--- config.mk ---
export PLATFORM = sky130hd
export DESIGN_NAME = bbe_queue
export DESIGN_NICKNAME = d
export VERILOG_FILES = /design/src/hdl/bbe_pkg.sv /design/src/hdl/bbe_queue.sv
export SDC_FILE = /design/constraint.sdc
export NUM_CORES = 1
export LEC_CHECK = 0
export BUFFER_PORTS_ARGS = -buffer_cell sky130_fd_sc_hd__buf_2
export CORE_ASPECT_RATIO = 1.2
export CORE_UTILIZATION = 50
export DETAILED_ROUTE_END_ITERATION = 8
export GPL_ROUTABILITY_DRIVEN = 0
export PLACE_DENSITY = 0.74
export SYNTH_ARGS = -nofsm -noshare
export SYNTH_HDL_FRONTEND = slang
export SYNTH_SLANG_ARGS = --single-unit
--- constraint.sdc ---
create_clock -name clk_i -period 2.3 [get_ports clk_i]
set_clock_uncertainty 0.2 [all_clocks]
set_input_delay 0.115 -clock clk_i [delete_from_list [all_inputs] [get_ports clk_i]]
set_output_delay 0.115 -clock clk_i [all_outputs]
set_load 0.01 [all_outputs]
--- src/hdl/bbe_pkg.sv ---
package bbe_pkg;

  localparam int MAX_WIDTH_DEF  = 1024;
  localparam int MAX_HEIGHT_DEF = 1024;

  localparam int CFG_DATA_W  = 11;
  localparam int CH_W        = 8;
  localparam int NUM_CH      = 3;
  localparam int PIX_W       = CH_W * NUM_CH;
  localparam int NUM_ROWS    = 3;
  localparam int SLOT_W      = 2;
  localparam int QUEUE_DEPTH = 4;

  // Window sum of nine 8-bit samples, tap count up to nine.
  localparam int SUM_W       = 12;
  localparam int CNT_W       = 4;
  localparam int NUM_W       = SUM_W + 1;
  localparam int RECIP_W     = 18;
  localparam int RECIP_SHIFT = 18;
  localparam int PROD_W      = NUM_W + RECIP_W;

  localparam logic CMD_PIXEL = 1'b0;
  localparam logic CMD_DRAIN = 1'b1;

  localparam logic REG_IMAGE_WIDTH  = 1'b0;
  localparam logic REG_IMAGE_HEIGHT = 1'b1;

  typedef logic [SLOT_W-1:0] slot_t;

  typedef struct packed {
    logic                emit;
    logic                emit_first;
    logic                wr;
    slot_t               wr_slot;
    logic [NUM_ROWS-1:0] row_mask;
    logic                left_ok;
    logic                right_ok;
    logic                last;
    logic [PIX_W-1:0]    pixel;
  } op_t;

  function automatic slot_t next_slot(slot_t s);
    return (s == slot_t'(NUM_ROWS - 1)) ? slot_t'(0) : s + slot_t'(1);
  endfunction

  function automatic slot_t prev_slot(slot_t s);
    return (s == slot_t'(0)) ? slot_t'(NUM_ROWS - 1) : s - slot_t'(1);
  endfunction

  // ceil(2^RECIP_SHIFT / (2 * count)), exact for numerators below 2^NUM_W.
  function automatic logic [RECIP_W-1:0] recip(logic [CNT_W-1:0] count);
    logic [RECIP_W-1:0] r;
    case (count)
      4'd1:    r = 18'd131072;
      4'd2:    r = 18'd65536;
      4'd3:    r = 18'd43691;
      4'd4:    r = 18'd32768;
      4'd6:    r = 18'd21846;
      4'd9:    r = 18'd14564;
      default: r = '0;
    endcase
    return r;
  endfunction

endpackage

--- src/hdl/bbe_queue.sv ---
module bbe_queue #(
  parameter int DATA_W = 8,
  parameter int DEPTH  = bbe_pkg::QUEUE_DEPTH
) (
  input  logic              clk_i,
  input  logic              rst_ni,
  input  logic              push_i,
  input  logic [DATA_W-1:0] data_i,
  output logic              full_o,
  input  logic              pop_i,
  output logic [DATA_W-1:0] data_o,
  output logic              empty_o
);

  localparam int PTR_W = (DEPTH > 1) ? $clog2(DEPTH) : 1;
  localparam int CNT_W = $clog2(DEPTH + 1);

  logic [DATA_W-1:0] mem_q [DEPTH];
  logic [PTR_W-1:0]  wr_ptr_q, wr_ptr_d, rd_ptr_q, rd_ptr_d;
  logic [CNT_W-1:0]  count_q, count_d;
  logic              do_push, do_pop;

  assign full_o  = (count_q == CNT_W'(DEPTH));
  assign empty_o = (count_q == '0);
  assign do_push = push_i && !full_o;
  assign do_pop  = pop_i && !empty_o;
  assign data_o  = mem_q[rd_ptr_q];

  always_comb begin
    wr_ptr_d = wr_ptr_q;
    rd_ptr_d = rd_ptr_q;
    count_d  = count_q;
    if (do_push) begin
      wr_ptr_d = (wr_ptr_q == PTR_W'(DEPTH - 1)) ? '0 : wr_ptr_q + PTR_W'(1);
    end
    if (do_pop) begin
      rd_ptr_d = (rd_ptr_q == PTR_W'(DEPTH - 1)) ? '0 : rd_ptr_q + PTR_W'(1);
    end
    case ({do_push, do_pop})
      2'b10:   count_d = count_q + CNT_W'(1);
      2'b01:   count_d = count_q - CNT_W'(1);
      default: count_d = count_q;
    endcase
  end

  always_ff @(posedge clk_i or negedge rst_ni) begin
    if (!rst_ni) begin
      wr_ptr_q <= '0;
      rd_ptr_q <= '0;
      count_q  <= '0;
    end else begin
      wr_ptr_q <= wr_ptr_d;
      rd_ptr_q <= rd_ptr_d;
      count_q  <= count_d;
    end
  end

  always_ff @(posedge clk_i) begin
    if (do_push) begin
      mem_q[wr_ptr_q] <= data_i;
    end
  end

  a_count_bound: assert property (@(posedge clk_i) disable iff (!rst_ni)
    count_q <= CNT_W'(DEPTH))
    else $error("Queue holds more entries than it has room for.");

endmodule

==> flow_summary.toml, run 1 <==
[power]
power_w = 0.00227
ir_drop_v = 0.000855
power_density_nw_per_um2 = 1140
p_leak_nw = 0.792

[logic_synthesis]
synthCells = 83
yosysTopAreaCell = "edfxtp_1"
syn_nets = 102
synthTopCellsByArea = "edfxtp_1 (60%), mux4_2 (11%), dfrtp_1 (11%)"
syn_area_um2 = 1610
synth_edf_count = 32
async_reset_ff_frac = 0.179
yosys_most_used_dff = "edfxtp_1"
synth_seq_cells = 39
ys_types = 19
seq_area_frac_synth = 0.705
synth.avg_cell_area_um2 = 19.4
synth-warning-count = 0
yosysTopAreaCellShare = 0.596

[global_route]
grt_pass1_vias = 858
grt_max_degree = 12
grt_remaining_overflow = 0
antenna_found_initial = 0
grt_pass1_wl_um = 3900
grt_util_all_layers = 0.169

[hold_path]
min_from = "push_i"
min_path_type = "in2reg"
hold_depth = 4
min_to = "wr_ptr_q[1]"

[timing]
rsz0062_at_grt = "false"
setup_viol = 0
tightest_slew_ns = 0.603
fin_crit_sh = 0.973
hold_viol_final = 0
final_period_minus_worst_setup_slack_ns = 2.24
slew_violations = 0
max_slew_margin = 0.598
fmax_mhz = 447

[critical_path]
reg2reg_depth = 9
worstSetupPathType = "reg2reg"
regToRegStartpoint = "count_q[0]"
r2r-end = "count_q[2]"
endpoint_kind = "register"
start_kind = "register"
worst-path-max-fanout = 2
rrSetupSlack_ns = 0.06
worstPathArrival_ns = 2.30
required_ns = 2.36

[floorplanning]
ios = 22
die_area_um2 = 3460
row_count = 22
die_y_um = 64.2
start_util = 0.527
core_um2 = 3060
die_w_um = 53.8

[drt]
num_vias = 872
vias_per_cell = 5.35
drc_errors = 0
wire_per_inst_um = 15.1
drtIter0Drc = 22
ant_nets = 0
drt_wl_total_um = 2460
drt_first_pass_iters = 4

[place]
placed_area_um2 = 1770
port_buffers = 21
placed_cells = 140
dpl.hpwl_um = 1610

[clocking]
clkTransAtPathRegs_ns = 0.10
clk_path_buf_depth = 2
cts_buffers = 5
htreeDepth = 2
cts_tree = "built"
clkSinkCount = 39
clock_latency_ns = 0.33
cts-root-buf = "clkbuf_4"

[final_layout]
layout-drive-gt1-share = 0.441
layout_common_cells = "edfxtp_1 (32), buf_2 (21), dlygate4sd3_1 (11)"
stdcell_area_um2 = 1980
area_delta_synth_final_pct = 23.1
fill_cells = 233
fin_nets = 145
final_common_cell = "edfxtp_1"
final_cells = 163
diodes = 0

[job]
maxCapViolCount = 0

[status]
outcome = "completed"
## critical path, stage by stage (launching register included)
cell and delay (ns):
dfrtp_1 0.39, or3b_4 0.41, and2_4 0.16, inv_2 0.06
ha_4 0.14, inv_2 0.04, fa_2 0.33, xor2_1 0.15
nor2_1 0.12, xor2_1 0.17
## metal layers
metal / part of all wire / global-route usage / routed length [um] / up-vias
li1: - / - / - / 400
met1: 0.39 / 0.179 / 953 / 435
met4: 0.020 / 0.0855 / 48 / 0
met2: 0.54 / 0.279 / 1320 / 31
met3: 0.055 / 0.0690 / 135 / 6
met5: 0 / 0 / 0 / -
## report_power, final
part	switching [W]	total, W	internal, W
registers	0.000140	0.00109	0.000955
logic	0.000370	0.000864	0.000494
clock network	0.000195	0.000309	0.000113
total	0.000706	0.00227	0.00156
## layout make-up
cell class | count | area, um2 | area share
Sequential cell | 39 | 1140 | 0.573
Multi-Input combinational cell | 34 | 464 | 0.234
Timing Repair Buffer | 38 | 260 | 0.131
Tap cell | 36 | 45.0 | 0.0227
Clock buffer | 6 | 41.3 | 0.0208
Inverter | 8 | 30.0 | 0.0151
Clock inverter | 2 | 7.51 | 0.00378
## metrics by stage
| step | worst slack [ns] | setup TNS, ns | utilization | hold slack (ns) |
|---|---|---|---|---|
| 2_1_floorplan | 0.0313 | 0 | - | -0.381 |
| 3_3_place_gp | 0.0454 | 0 | 0.579 | -0.244 |
| 3_5_place_dp | -0.0509 | -0.0509 | 0.579 | -0.239 |
| 4_1_cts | 0.0116 | 0 | 0.645 | 0.112 |
| 5_1_grt | 0.00360 | 0 | 0.649 | 0.139 |
| 6_report | 0.0619 | 0 | 0.649 | 0.147 |
## registers in the layout (all words and copies together), names as in the netlist
| name | count |
|---|---|
| mem_q | 32 |
| rd_ptr_q | 2 |
| count_q | 3 |
| wr_ptr_q | 2 |
## logic make-up (layout without fill, tap and decap cells)
group         after synthesis  count (layout)  synth area share
mux                        13              13             0.151
flops                      39              39             0.705
xor+xnor                    3               3            0.0163
simple gates               11              11            0.0450
buf+inv                    10              54            0.0241
fa+ha+maj                   7               7            0.0590
## timing repair
| item | CTS | global route |
|---|---|---|
| buffers inserted | 4 | 0 |
| pin swaps | 3 | 2 |
| hold buffers | 11 | 0 |
| hold endpoints to repair | 41 | 0 |
| gates resized for setup | 3 | 4 |
| endpoints found under the setup margin | 1 | 2 |
## cells in the mapped netlist (2+ instances only)
master	n
and3_2	4
dfrtp_1	7
edfxtp_1	32
ha_1	6
inv_1	8
mux2_2	2
mux2_4	2
mux4_2	8
nor2_1	3
xor2_1	2
## worst max path at each step
stage               slack, ns          to  startpoint  cells after the start
floorplan                0.03  count_q[2]  count_q[0]                      9
global placement         0.05  count_q[2]  count_q[0]                      9
detailed placement      -0.05  count_q[2]  count_q[0]                      9
CTS                      0.01  count_q[2]  count_q[0]                     11
global route            0.004  count_q[2]  count_q[0]                      9
finish                   0.06  count_q[2]  count_q[0]                      9
(Power assumes the default switching activity.)
==> run 2, diff against run 1 <==
Settings changed: ABC_AREA set to 1, CORE_UTILIZATION 50 to 51.
==> run 2 against run 1 <==
Compared with the run above:
- routed wire length increased by 19%
- clock-buffer cell count decreased by 1
- sequential cell count unchanged
- power increased by 6.5%
- via count increased by 30%
- non-clock buffer count unchanged
- sequential power decreased by 5%
- cell count increased by 42%
- fmax increased by 8.5%
- critical endpoint is now count_q[1]
- largest cell class unchanged
==> flow_summary.toml, run 2 <==
[place]
pre_cts_slack_ns = 0.257
dpl.hpwl_um = 1960
port_buffers = 21

[timing]
rsz0062_at_grt = "false"
tightest_slew_ns = 0.438
tns_ns = 0
setup_viol = 0
slew_violations = 0
fin_crit_sh = 0.897
hold_viol_final = 0
max_slew_margin = 0.708
final_period_minus_worst_setup_slack_ns = 2.06
fmax_mhz = 485
final.setup.worst_slack_ns = 0.238

[clocking]
cts_buffers = 5
clk_path_buf_depth = 2
cts_tree = "built"
cts-root-buf = "clkbuf_8"
htreeDepth = 2
clock_latency_ns = 0.28
clkTransAtPathRegs_ns = 0.07
clkSinkCount = 39

[logic_synthesis]
async_reset_ff_frac = 0.179
seq_area_frac_synth = 0.640
syn_area_um2 = 1770
yosysTopAreaCell = "edfxtp_1"
syn_nets = 173
synth_seq_cells = 39
synth.most_common_cell = "nand2_1"
yosysTopAreaCellShare = 0.542
yosys_most_used_dff = "edfxtp_1"
synth.avg_cell_area_um2 = 11.5
synth_edf_count = 32
yosys-top-cells-count = "nand2_1 (38), edfxtp_1 (32), inv_1 (32)"
synthCells = 154
synth-warning-count = 0
ys_types = 16
synthTopCellsByArea = "edfxtp_1 (54%), dfrtp_1 (9.9%), nand2_1 (8.0%)"

[final_layout]
reg_top3 = "mem_q (32), count_q (3)"
fin_nets = 213
largest_reg_flops = 32
area_delta_synth_final_pct = 18.6
layout_common_cells = "nand2_1 (38), inv_1 (32), edfxtp_1 (32)"
top_register = "mem_q"
utilization = 0.630
layout-drive-gt1-share = 0.186
final_common_cell = "nand2_1"
diodes = 0

[critical_path]
rrSetupSlack_ns = 0.24
worstPathArrival_ns = 2.05
worst-path-max-fanout = 4
worstSetupPathType = "reg2reg"
required_ns = 2.29
start_kind = "register"
endpoint_kind = "register"

[drt]
drtIter0Drc = 42
drc_errors = 0
ant_nets = 0
wire_per_inst_um = 12.7
drt_wl_total_um = 2930
vias_per_cell = 4.90
drt_first_pass_iters = 4
num_vias = 1132

[status]
outcome = "completed"

[floorplanning]
die_area_um2 = 3720
ios = 22
die_y_um = 66.6
row_count = 23
core_um2 = 3340
die_w_um = 55.8
start_util = 0.531

[global_route]
grt_remaining_overflow = 0
grtUsageMet1 = 0.213
grt_pass1_vias = 1136
grtUsageMet2 = 0.322
grt_util_all_layers = 0.187
gr-usage-met3 = 0.0583
grt_max_degree = 36
busiest_layer = "met2"
antenna_found_initial = 0
grt_pass1_wl_um = 5060

[power]
power_density_nw_per_um2 = 1150
p_leak_nw = 0.954
ir_drop_v = 0.000766

[hold_path]
min_path_type = "reg2reg"

[job]
maxCapViolCount = 0
[run 2: metal layers]
metal | part of all wire | vias up
met4 | 0.020 | 0
met2 | 0.51 | 19
li1 | - | 581
met3 | 0.037 | 6
met1 | 0.43 | 526
met5 | 0 | -
[run 2: final timing paths]
path / start / endpoint / depth (start not counted)
hold reg to reg: count_q[0] / count_q[0] / 1
min in group asynchronous: rst_ni / count_q[1] / 3
setup reg to reg: count_q[0] / count_q[1] / 8
max in group asynchronous: rst_ni / rd_ptr_q[1] / 3
hold / removal: count_q[0] / count_q[0] / 1
setup / recovery: count_q[0] / count_q[1] / 8
[run 2: where the power goes]
group	switching (W)	internal (W)	leakage [nW]
Clock	0.000210	0.000201	0.0414
Combinational	0.000585	0.000375	0.534
Sequential	0.0000952	0.000948	0.378
Total	0.000890	0.00152	0.954
[run 2: final cells by class]
class | count | area (um2)
Inverter | 32 | 120
Tap cell | 37 | 46.3
Clock inverter | 2 | 8.76
Multi-Input combinational cell | 78 | 462
Fill cell | 268 | 1230
Sequential cell | 39 | 1140
Timing Repair Buffer | 38 | 263
Clock buffer | 5 | 68.8
[run 2: stage by stage]
step | power [W] | cells | hold slack [ns] | instance area [um2]
2_1_floorplan | 0.00176 | 154 | -0.381 | 1770
3_3_place_gp | 0.00195 | 212 | -0.244 | 1910
3_5_place_dp | 0.00202 | 212 | -0.241 | 1910
4_1_cts | 0.00245 | 231 | 0.281 | 2100
5_1_grt | 0.00262 | 231 | 0.299 | 2100
6_report | 0.00241 | 231 | 0.279 | 2100
[run 2: kinds of logic (layout without fill, tap and decap cells)]
kind of cell,count (synthesis),after routing,synth area share
compound gates,17,17,0.0733
xor+xnor,1,1,0.00494
fa+ha+maj,7,7,0.0536
buf+inv,37,77,0.0994
flops,39,39,0.640
simple gates,53,53,0.128
[run 2: critical path, stage by stage, from the launching register on]
cell	delay, ns
dfrtp_1	0.39
inv_1	0.15
nand3_2	0.12
nand2_1	0.12
inv_1	0.05
ha_1	0.18
inv_1	0.09
fa_1	0.43
o21ai_0	0.23
[run 2: what timing repair did]
item / in CTS / in global routing
resized for setup: 0 / 0
hold buffers: 12 / 0
buffers inserted: 0 / 0
hold endpoints to repair: 43 / 0
