<file path="config.mk">
export PLATFORM = sky130hd
export DESIGN_NAME = bbe_front
export DESIGN_NICKNAME = d
export VERILOG_FILES = /design/src/hdl/bbe_pkg.sv /design/src/hdl/bbe_front.sv
export SDC_FILE = /design/constraint.sdc
export NUM_CORES = 1
export LEC_CHECK = 0
export BUFFER_PORTS_ARGS = -buffer_cell sky130_fd_sc_hd__buf_2
export CORE_MARGIN = 2
export CORE_UTILIZATION = 40
export DETAILED_ROUTE_END_ITERATION = 8
export PLACE_DENSITY = 0.55
export SETUP_SLACK_MARGIN = 0.05
export SYNTH_ARGS = -nofsm -noshare
export SYNTH_HDL_FRONTEND = slang
export SYNTH_SLANG_ARGS = --single-unit
</file>
<file path="constraint.sdc">
create_clock -name clk_i -period 6.3 [get_ports clk_i]
set_input_delay 0 -clock clk_i [delete_from_list [all_inputs] [get_ports clk_i]]
set_output_delay 0 -clock clk_i [all_outputs]
set_load 0.03 [all_outputs]
</file>
<file path="src/hdl/bbe_pkg.sv">
package bbe_pkg;

  localparam int MAX_WIDTH_DEF  = 1024;
  localparam int MAX_HEIGHT_DEF = 1024;

  localparam int CFG_DATA_W  = 11;
  localparam int CH_W        = 8;
  localparam int NUM_CH      = 3;
  localparam int PIX_W       = CH_W * NUM_CH;
  localparam int NUM_ROWS    = 3;
  localparam int SLOT_W      = 2;
  localparam int QUEUE_DEPTH = 4;

  // Window sum of nine 8-bit samples, tap count up to nine.
  localparam int SUM_W       = 12;
  localparam int CNT_W       = 4;
  localparam int NUM_W       = SUM_W + 1;
  localparam int RECIP_W     = 18;
  localparam int RECIP_SHIFT = 18;
  localparam int PROD_W      = NUM_W + RECIP_W;

  localparam logic CMD_PIXEL = 1'b0;
  localparam logic CMD_DRAIN = 1'b1;

  localparam logic REG_IMAGE_WIDTH  = 1'b0;
  localparam logic REG_IMAGE_HEIGHT = 1'b1;

  typedef logic [SLOT_W-1:0] slot_t;

  typedef struct packed {
    logic                emit;
    logic                emit_first;
    logic                wr;
    slot_t               wr_slot;
    logic [NUM_ROWS-1:0] row_mask;
    logic                left_ok;
    logic                right_ok;
    logic                last;
    logic [PIX_W-1:0]    pixel;
  } op_t;

  function automatic slot_t next_slot(slot_t s);
    return (s == slot_t'(NUM_ROWS - 1)) ? slot_t'(0) : s + slot_t'(1);
  endfunction

  function automatic slot_t prev_slot(slot_t s);
    return (s == slot_t'(0)) ? slot_t'(NUM_ROWS - 1) : s - slot_t'(1);
  endfunction

  // ceil(2^RECIP_SHIFT / (2 * count)), exact for numerators below 2^NUM_W.
  function automatic logic [RECIP_W-1:0] recip(logic [CNT_W-1:0] count);
    logic [RECIP_W-1:0] r;
    case (count)
      4'd1:    r = 18'd131072;
      4'd2:    r = 18'd65536;
      4'd3:    r = 18'd43691;
      4'd4:    r = 18'd32768;
      4'd6:    r = 18'd21846;
      4'd9:    r = 18'd14564;
      default: r = '0;
    endcase
    return r;
  endfunction

endpackage

</file>
<file path="src/hdl/bbe_front.sv">
module bbe_front #(
  parameter int MAX_WIDTH  = bbe_pkg::MAX_WIDTH_DEF,
  parameter int MAX_HEIGHT = bbe_pkg::MAX_HEIGHT_DEF,
  localparam int COL_W = (MAX_WIDTH > 1) ? $clog2(MAX_WIDTH) : 1
) (
  input  logic                            clk_i,
  input  logic                            rst_ni,
  input  logic                            cfg_we_i,
  input  logic                            cfg_index_i,
  input  logic [bbe_pkg::CFG_DATA_W-1:0]  cfg_data_i,
  input  logic                            in_valid_i,
  output logic                            in_ready_o,
  input  logic                            in_cmd_i,
  input  logic [bbe_pkg::PIX_W-1:0]       in_pixel_i,
  output logic                            push_o,
  input  logic                            full_i,
  output bbe_pkg::op_t                    op_o,
  output logic [COL_W-1:0]                wr_col_o,
  output logic [COL_W-1:0]                emit_col_o
);

  import bbe_pkg::*;

  localparam int ROW_W = (MAX_HEIGHT > 1) ? $clog2(MAX_HEIGHT) : 1;
  localparam int WID_W = $clog2(MAX_WIDTH + 1);
  localparam int HGT_W = $clog2(MAX_HEIGHT + 1);

  logic [WID_W-1:0] width_q, width_d;
  logic [HGT_W-1:0] height_q, height_d;
  logic [COL_W-1:0] in_col_q, in_col_d, out_col_q, out_col_d;
  logic [ROW_W-1:0] in_row_q, in_row_d, out_row_q, out_row_d;
  slot_t            in_slot_q, in_slot_d, out_slot_q, out_slot_d;
  logic             in_done_q, in_done_d, out_done_q, out_done_d;

  logic [WID_W-1:0] col_inc, ocol_inc;
  logic [HGT_W-1:0] row_inc, orow_inc;
  logic [COL_W-1:0] nxt_col;
  logic [ROW_W-1:0] nxt_row;
  slot_t            nxt_slot;
  logic             nxt_done;
  logic             accept, ready_a, ready_b, emit, wr;
  logic             top_ok, bot_ok, out_wrap, frame_end;
  logic [31:0]      cfg_val;
  logic [WID_W-1:0] cfg_width;
  logic [HGT_W-1:0] cfg_height;

  // An output can leave once the bottom-right pixel of its window has arrived.
  function automatic logic calc_ready(logic [ROW_W-1:0] irow, logic [COL_W-1:0] icol,
                                      logic idone);
    logic [HGT_W-1:0] r1, nr;
    logic [WID_W-1:0] c1, nc;
    r1 = HGT_W'(out_row_q) + HGT_W'(1);
    c1 = WID_W'(out_col_q) + WID_W'(1);
    nr = (r1 < height_q) ? r1 : height_q - HGT_W'(1);
    nc = (c1 < width_q) ? c1 : width_q - WID_W'(1);
    return !out_done_q && (idone || (HGT_W'(irow) > nr) ||
                           ((HGT_W'(irow) == nr) && (WID_W'(icol) > nc)));
  endfunction

  assign in_ready_o = !full_i;
  assign accept     = in_valid_i && in_ready_o;

  always_comb begin
    col_inc  = WID_W'(in_col_q) + WID_W'(1);
    row_inc  = HGT_W'(in_row_q) + HGT_W'(1);
    nxt_col  = in_col_q;
    nxt_row  = in_row_q;
    nxt_slot = in_slot_q;
    nxt_done = in_done_q;
    if (col_inc >= width_q) begin
      nxt_col  = '0;
      nxt_slot = next_slot(in_slot_q);
      if (row_inc >= height_q) begin
        nxt_row  = '0;
        nxt_done = 1'b1;
      end else begin
        nxt_row = ROW_W'(row_inc);
      end
    end else begin
      nxt_col = COL_W'(col_inc);
    end
  end

  always_comb begin
    ocol_inc  = WID_W'(out_col_q) + WID_W'(1);
    orow_inc  = HGT_W'(out_row_q) + HGT_W'(1);
    out_wrap  = (ocol_inc >= width_q);
    frame_end = out_wrap && (orow_inc >= height_q);
    top_ok    = (out_row_q != '0);
    bot_ok    = (orow_inc < height_q);
  end

  always_comb begin
    ready_a = calc_ready(in_row_q, in_col_q, in_done_q);
    ready_b = calc_ready(nxt_row, nxt_col, nxt_done);
    emit    = 1'b0;
    wr      = 1'b0;
    if (accept) begin
      if (in_cmd_i == CMD_DRAIN) begin
        emit = ready_a;
      end else if (!in_done_q) begin
        wr   = 1'b1;
        emit = ready_a || ready_b;
      end
    end
  end

  always_comb begin
    cfg_val    = 32'(cfg_data_i);
    cfg_width  = (cfg_val == 32'd0) ? WID_W'(1) :
                 (cfg_val > 32'(MAX_WIDTH)) ? WID_W'(MAX_WIDTH) : WID_W'(cfg_val);
    cfg_height = (cfg_val == 32'd0) ? HGT_W'(1) :
                 (cfg_val > 32'(MAX_HEIGHT)) ? HGT_W'(MAX_HEIGHT) : HGT_W'(cfg_val);
  end

  always_comb begin
    width_d    = width_q;
    height_d   = height_q;
    in_col_d   = in_col_q;
    in_row_d   = in_row_q;
    in_slot_d  = in_slot_q;
    in_done_d  = in_done_q;
    out_col_d  = out_col_q;
    out_row_d  = out_row_q;
    out_slot_d = out_slot_q;
    out_done_d = out_done_q;
    if (wr) begin
      in_col_d  = nxt_col;
      in_row_d  = nxt_row;
      in_slot_d = nxt_slot;
      in_done_d = nxt_done;
    end
    if (emit) begin
      if (out_wrap) begin
        out_col_d  = '0;
        out_slot_d = next_slot(out_slot_q);
        if (frame_end) begin
          out_row_d  = '0;
          out_done_d = 1'b1;
        end else begin
          out_row_d = ROW_W'(orow_inc);
        end
      end else begin
        out_col_d = COL_W'(ocol_inc);
      end
    end
    if (cfg_we_i) begin
      in_col_d   = '0;
      in_row_d   = '0;
      in_slot_d  = '0;
      in_done_d  = 1'b0;
      out_col_d  = '0;
      out_row_d  = '0;
      out_slot_d = '0;
      out_done_d = 1'b0;
      case (cfg_index_i)
        REG_IMAGE_WIDTH:  width_d  = cfg_width;
        REG_IMAGE_HEIGHT: height_d = cfg_height;
        default:          width_d  = width_q;
      endcase
    end
  end

  always_comb begin
    op_o            = '0;
    op_o.emit       = emit;
    op_o.emit_first = ready_a;
    op_o.wr         = wr;
    op_o.wr_slot    = in_slot_q;
    op_o.left_ok    = (out_col_q != '0);
    op_o.right_ok   = (ocol_inc < width_q);
    op_o.last       = frame_end;
    op_o.pixel      = in_pixel_i;
    for (int k = 0; k < NUM_ROWS; k++) begin
      op_o.row_mask[k] = (out_slot_q == slot_t'(k)) ||
                         (top_ok && (prev_slot(out_slot_q) == slot_t'(k))) ||
                         (bot_ok && (next_slot(out_slot_q) == slot_t'(k)));
    end
  end

  assign push_o     = emit || wr;
  assign wr_col_o   = in_col_q;
  assign emit_col_o = out_col_q;

  always_ff @(posedge clk_i or negedge rst_ni) begin
    if (!rst_ni) begin
      width_q    <= WID_W'(1);
      height_q   <= HGT_W'(1);
      in_col_q   <= '0;
      in_row_q   <= '0;
      in_slot_q  <= '0;
      in_done_q  <= 1'b0;
      out_col_q  <= '0;
      out_row_q  <= '0;
      out_slot_q <= '0;
      out_done_q <= 1'b0;
    end else begin
      width_q    <= width_d;
      height_q   <= height_d;
      in_col_q   <= in_col_d;
      in_row_q   <= in_row_d;
      in_slot_q  <= in_slot_d;
      in_done_q  <= in_done_d;
      out_col_q  <= out_col_d;
      out_row_q  <= out_row_d;
      out_slot_q <= out_slot_d;
      out_done_q <= out_done_d;
    end
  end

  a_frame_stays_done: assert property (@(posedge clk_i) disable iff (!rst_ni)
    (in_done_q && !cfg_we_i) |=> in_done_q)
    else $error("A received frame was reopened without a configuration write.");

endmodule

</file>
==> results.sh <==
export IMPL_status="finished, final reports clean"
export IMPL_grt_overflow_total=0
export IMPL_worstPathArrival_ps=5870
export IMPL_max_cap_violations=0
export IMPL_hpwl_um=14530
export IMPL_die_w_um=133.6
export IMPL_start_util=0.4066
export IMPL_synth_edf_count=0
export IMPL_crit_type="register to output pin"
export IMPL_multi_input_area_um2=4504
export IMPL_num_io_pins=99
export IMPL_num_nets_final=966
export IMPL_antenna_found_initial=0
export IMPL_ys_seq_elements=68
export IMPL_tritoncts="done"
export IMPL_port_buffers=50
export IMPL_synthFlopType="dfrtp_1"
export IMPL_powerDensity_nw_per_um2=197.0
export IMPL_dieArea_um2=17850
export IMPL_drt_iter0_markers=469
export IMPL_cts_root_buffer="clkbuf_16"
export IMPL_synthToLayoutAreaGrowth_pct=9.646
export IMPL_switching_share=0.3591
export IMPL_p_clk_frac=0.368
export IMPL_grt_use_total=0.2098
export IMPL_synthArstFlopShare=1.000
export IMPL_htree_levels=3
export IMPL_syn_area_per_cell_um2=8.336
export IMPL_syn_inst=806
export IMPL_drc_errors=0
export IMPL_skew_ps=15.46
export IMPL_yosysUniqueCellTypes=72
export IMPL_yosys_warnings=0
export IMPL_clk_pin_slew_ps=60
export IMPL_place_gp_congestion=0.8929
export IMPL_tns_ps=0
export IMPL_cts_sinks=68
export IMPL_yosys_top_cells_area="dfrtp_1, ha_1, a21oi_1"
export IMPL_period_share=0.9318
export IMPL_worst_pin_slew_ps=1055
export IMPL_wirelength_um=18470
export IMPL_max_freq_mhz=170.4
export IMPL_ant_nets=0
export IMPL_first_global_vias=5786
export IMPL_via_per_inst=5.677
export IMPL_p_comb_frac=0.293
export IMPL_start_kind="register"
export IMPL_dp_cells=1029
export IMPL_num_antenna_cells=0
export IMPL_internal_power_w=0.0009303
export IMPL_worstSetupEndpointType="output pin"
export IMPL_core_area_um2=16520
export IMPL_final_cell_mix="ha_1, nand2_1, dfrtp_1"
export IMPL_grt_pass1_wl_um=29810
export IMPL_regArea_um2=1704
export IMPL_wl_met3_um=838
export IMPL_yosysTopAreaCellShare=0.2458
export IMPL_hold_violations=0
export IMPL_numCtsBuffers=9
export IMPL_setup_slack_ps=429.8
export IMPL_wl_per_cell_um=17.57
export IMPL_cp_max_fo=26
export IMPL_power_leakage_nw=3.500
export IMPL_setup_viol_count_final=0
export IMPL_rows=47
export IMPL_final_common_cell="ha_1"
export IMPL_clockBufferDepth=2
export IMPL_firstDrtPassIters=4
export IMPL_hold_class="input port to output pin"
export IMPL_die_h_um=133.6
export IMPL_post_place_ws_ps=371.2
export IMPL_met1_length_um=9155
export IMPL_finalNonFillerCells=1051
export IMPL_wl_met2_um=8117
export IMPL_switching_power_w=0.0005212
export IMPL_rsz0062_at_grt="false"
export IMPL_grt_max_degree=69
export IMPL_fin_crit_ps=5870
export IMPL_seq_power_share=0.339
export IMPL_route_vias_total=5967
export IMPL_final_core_util=0.4458
export IMPL_clk_latency_ps=350
export IMPL_nFillCells=1612
export IMPL_routed_top_layer="met4"
export IMPL_drv_slew=0
export IMPL_final_layout_size_suffix_gt1_frac=0.1167
export IMPL_yosysSeqAreaShare=0.2536
export IMPL_required_ps=6300
export IMPL_max_slew_margin_rel=0.2960
export IMPL_netlist_area_um2=6719
export IMPL_vdd_drop_max_uv=203.0
export IMPL_syn_num_nets=946
export IMPL_yosysTopAreaCell="dfrtp_1"
-- cell families (layout without fill, tap and decap cells) --
group | count (synthesis) | in the layout | share of synthesized area
buf+inv | 110 | 135 | 0.07951
simple gates | 276 | 276 | 0.2065
fa+ha+maj | 98 | 98 | 0.1825
flops | 68 | 68 | 0.2536
mux | 16 | 16 | 0.02495
compound gates | 191 | 191 | 0.1916
xor+xnor | 47 | 47 | 0.06127
-- final cells by class --
| type | count | area share |
|---|---|---|
| inverters | 55 | 0.02802 |
| repair buffers | 64 | 0.05027 |
| clock buffers | 9 | 0.03057 |
| well taps | 220 | 0.03736 |
| clock inverters | 7 | 0.01104 |
| flip-flops and latches | 68 | 0.2313 |
| multi-input cells | 628 | 0.6114 |
-- worst max-delay path: stages (launching register included) --
cell	delay [ps]
dfrtp_1	480
ha_1	230
nand3_1	140
nor2_1	350
nand3_1	140
xnor2_1	330
ha_1	320
a211o_1	300
a21oi_1	160
o211a_4	360
nor2_1	80
a21oi_1	240
ha_1	330
a211oi_1	260
nand2_1	90
o311ai_1	450
a32oi_1	140
and4b_1	240
a21oi_4	290
and2_4	300
nand2_1	80
buf_2	210
-- registers in the layout, summed over array words and instances (netlist names) --
signal      count
emit_col_o     10
height_q       11
in_done_q       1
in_row_q       10
in_slot_q       2
out_done_q      1
out_row_q      10
out_slot_q      2
width_q        11
wr_col_o       10
-- synth_stat cells (all sizes together), types with 5 or more instances --
master and count:
nor3 16, o31ai 5, and3 16, nand2b 11, nand4 15, xnor2 32
inv 54, dfrtp 66, nor3b 5, o21ai 49, nand3 32, or3 5
xor2 15, ha 98, a22o 7, clkbuf 22, buf 33, mux2i 13
a21o 7, nor4 8, a21oi 64, nand2 78, and2 13, nand3b 9
a211oi 10, a32o 9, nor2 52, nor2b 8
-- stage by stage --
stage | area [um2] | power, W | hold slack, ps
after CTS | 7343 | 0.001459 | 0.2225
final | 7367 | 0.001452 | 0.01319
after detailed placement | 6977 | 0.0009150 | 0.2225
after global placement | 6977 | 0.0009041 | 0.2225
after global routing | 7367 | 0.001535 | 0.04782
after floorplan | 6719 | 0.0008210 | -295.6
-- timing repair --
| action | 4_1_cts | 5_1_grt |
|---|---|---|
| hold buffers | 6 | 0 |
| setup endpoints to repair | 0 | 21 |
| setup buffers | 0 | 0 |
| hold endpoints to repair | 75 | 0 |
| resized for setup | 0 | 8 |
-- power groups by stage --
stage | Combinational, W | Clock, W | Sequential (W)
after floorplan | 0.000332 | 0 | 0.000489
after global placement | 0.000407 | 0 | 0.000498
after detailed placement | 0.000416 | 0 | 0.000499
after CTS | 0.000421 | 0.000548 | 0.000491
after global routing | 0.000472 | 0.000568 | 0.000495
final | 0.000425 | 0.000534 | 0.000493
-- metal layers --
metal,global-route usage,vias up
met1,0.2947,2855
li1,-,2919
met5,0,-
met4,0.05851,0
met3,0.03463,27
met2,0.3336,166
-- path summary, 6_finish.rpt --
check	from	endpoint	slack [ps]	cells past startpoint
max	emit_col_o[0]$_DFFE_PN0P_	push_o	430	21
min	in_pixel_i[10]	op_o[10]	0.01	0
max reg2reg	emit_col_o[0]$_DFFE_PN0P_	emit_col_o[1]$_DFFE_PN0P_	690	20
min reg2reg	width_q[0]$_DFFE_PN1P_	width_q[0]$_DFFE_PN1P_	540	2
max in group asynchronous	rst_ni	out_row_q[9]$_DFFE_PN0P_	5280	3
min in group asynchronous	rst_ni	in_row_q[0]$_DFFE_PN0P_	340	3
(Power assumes the default switching activity.)
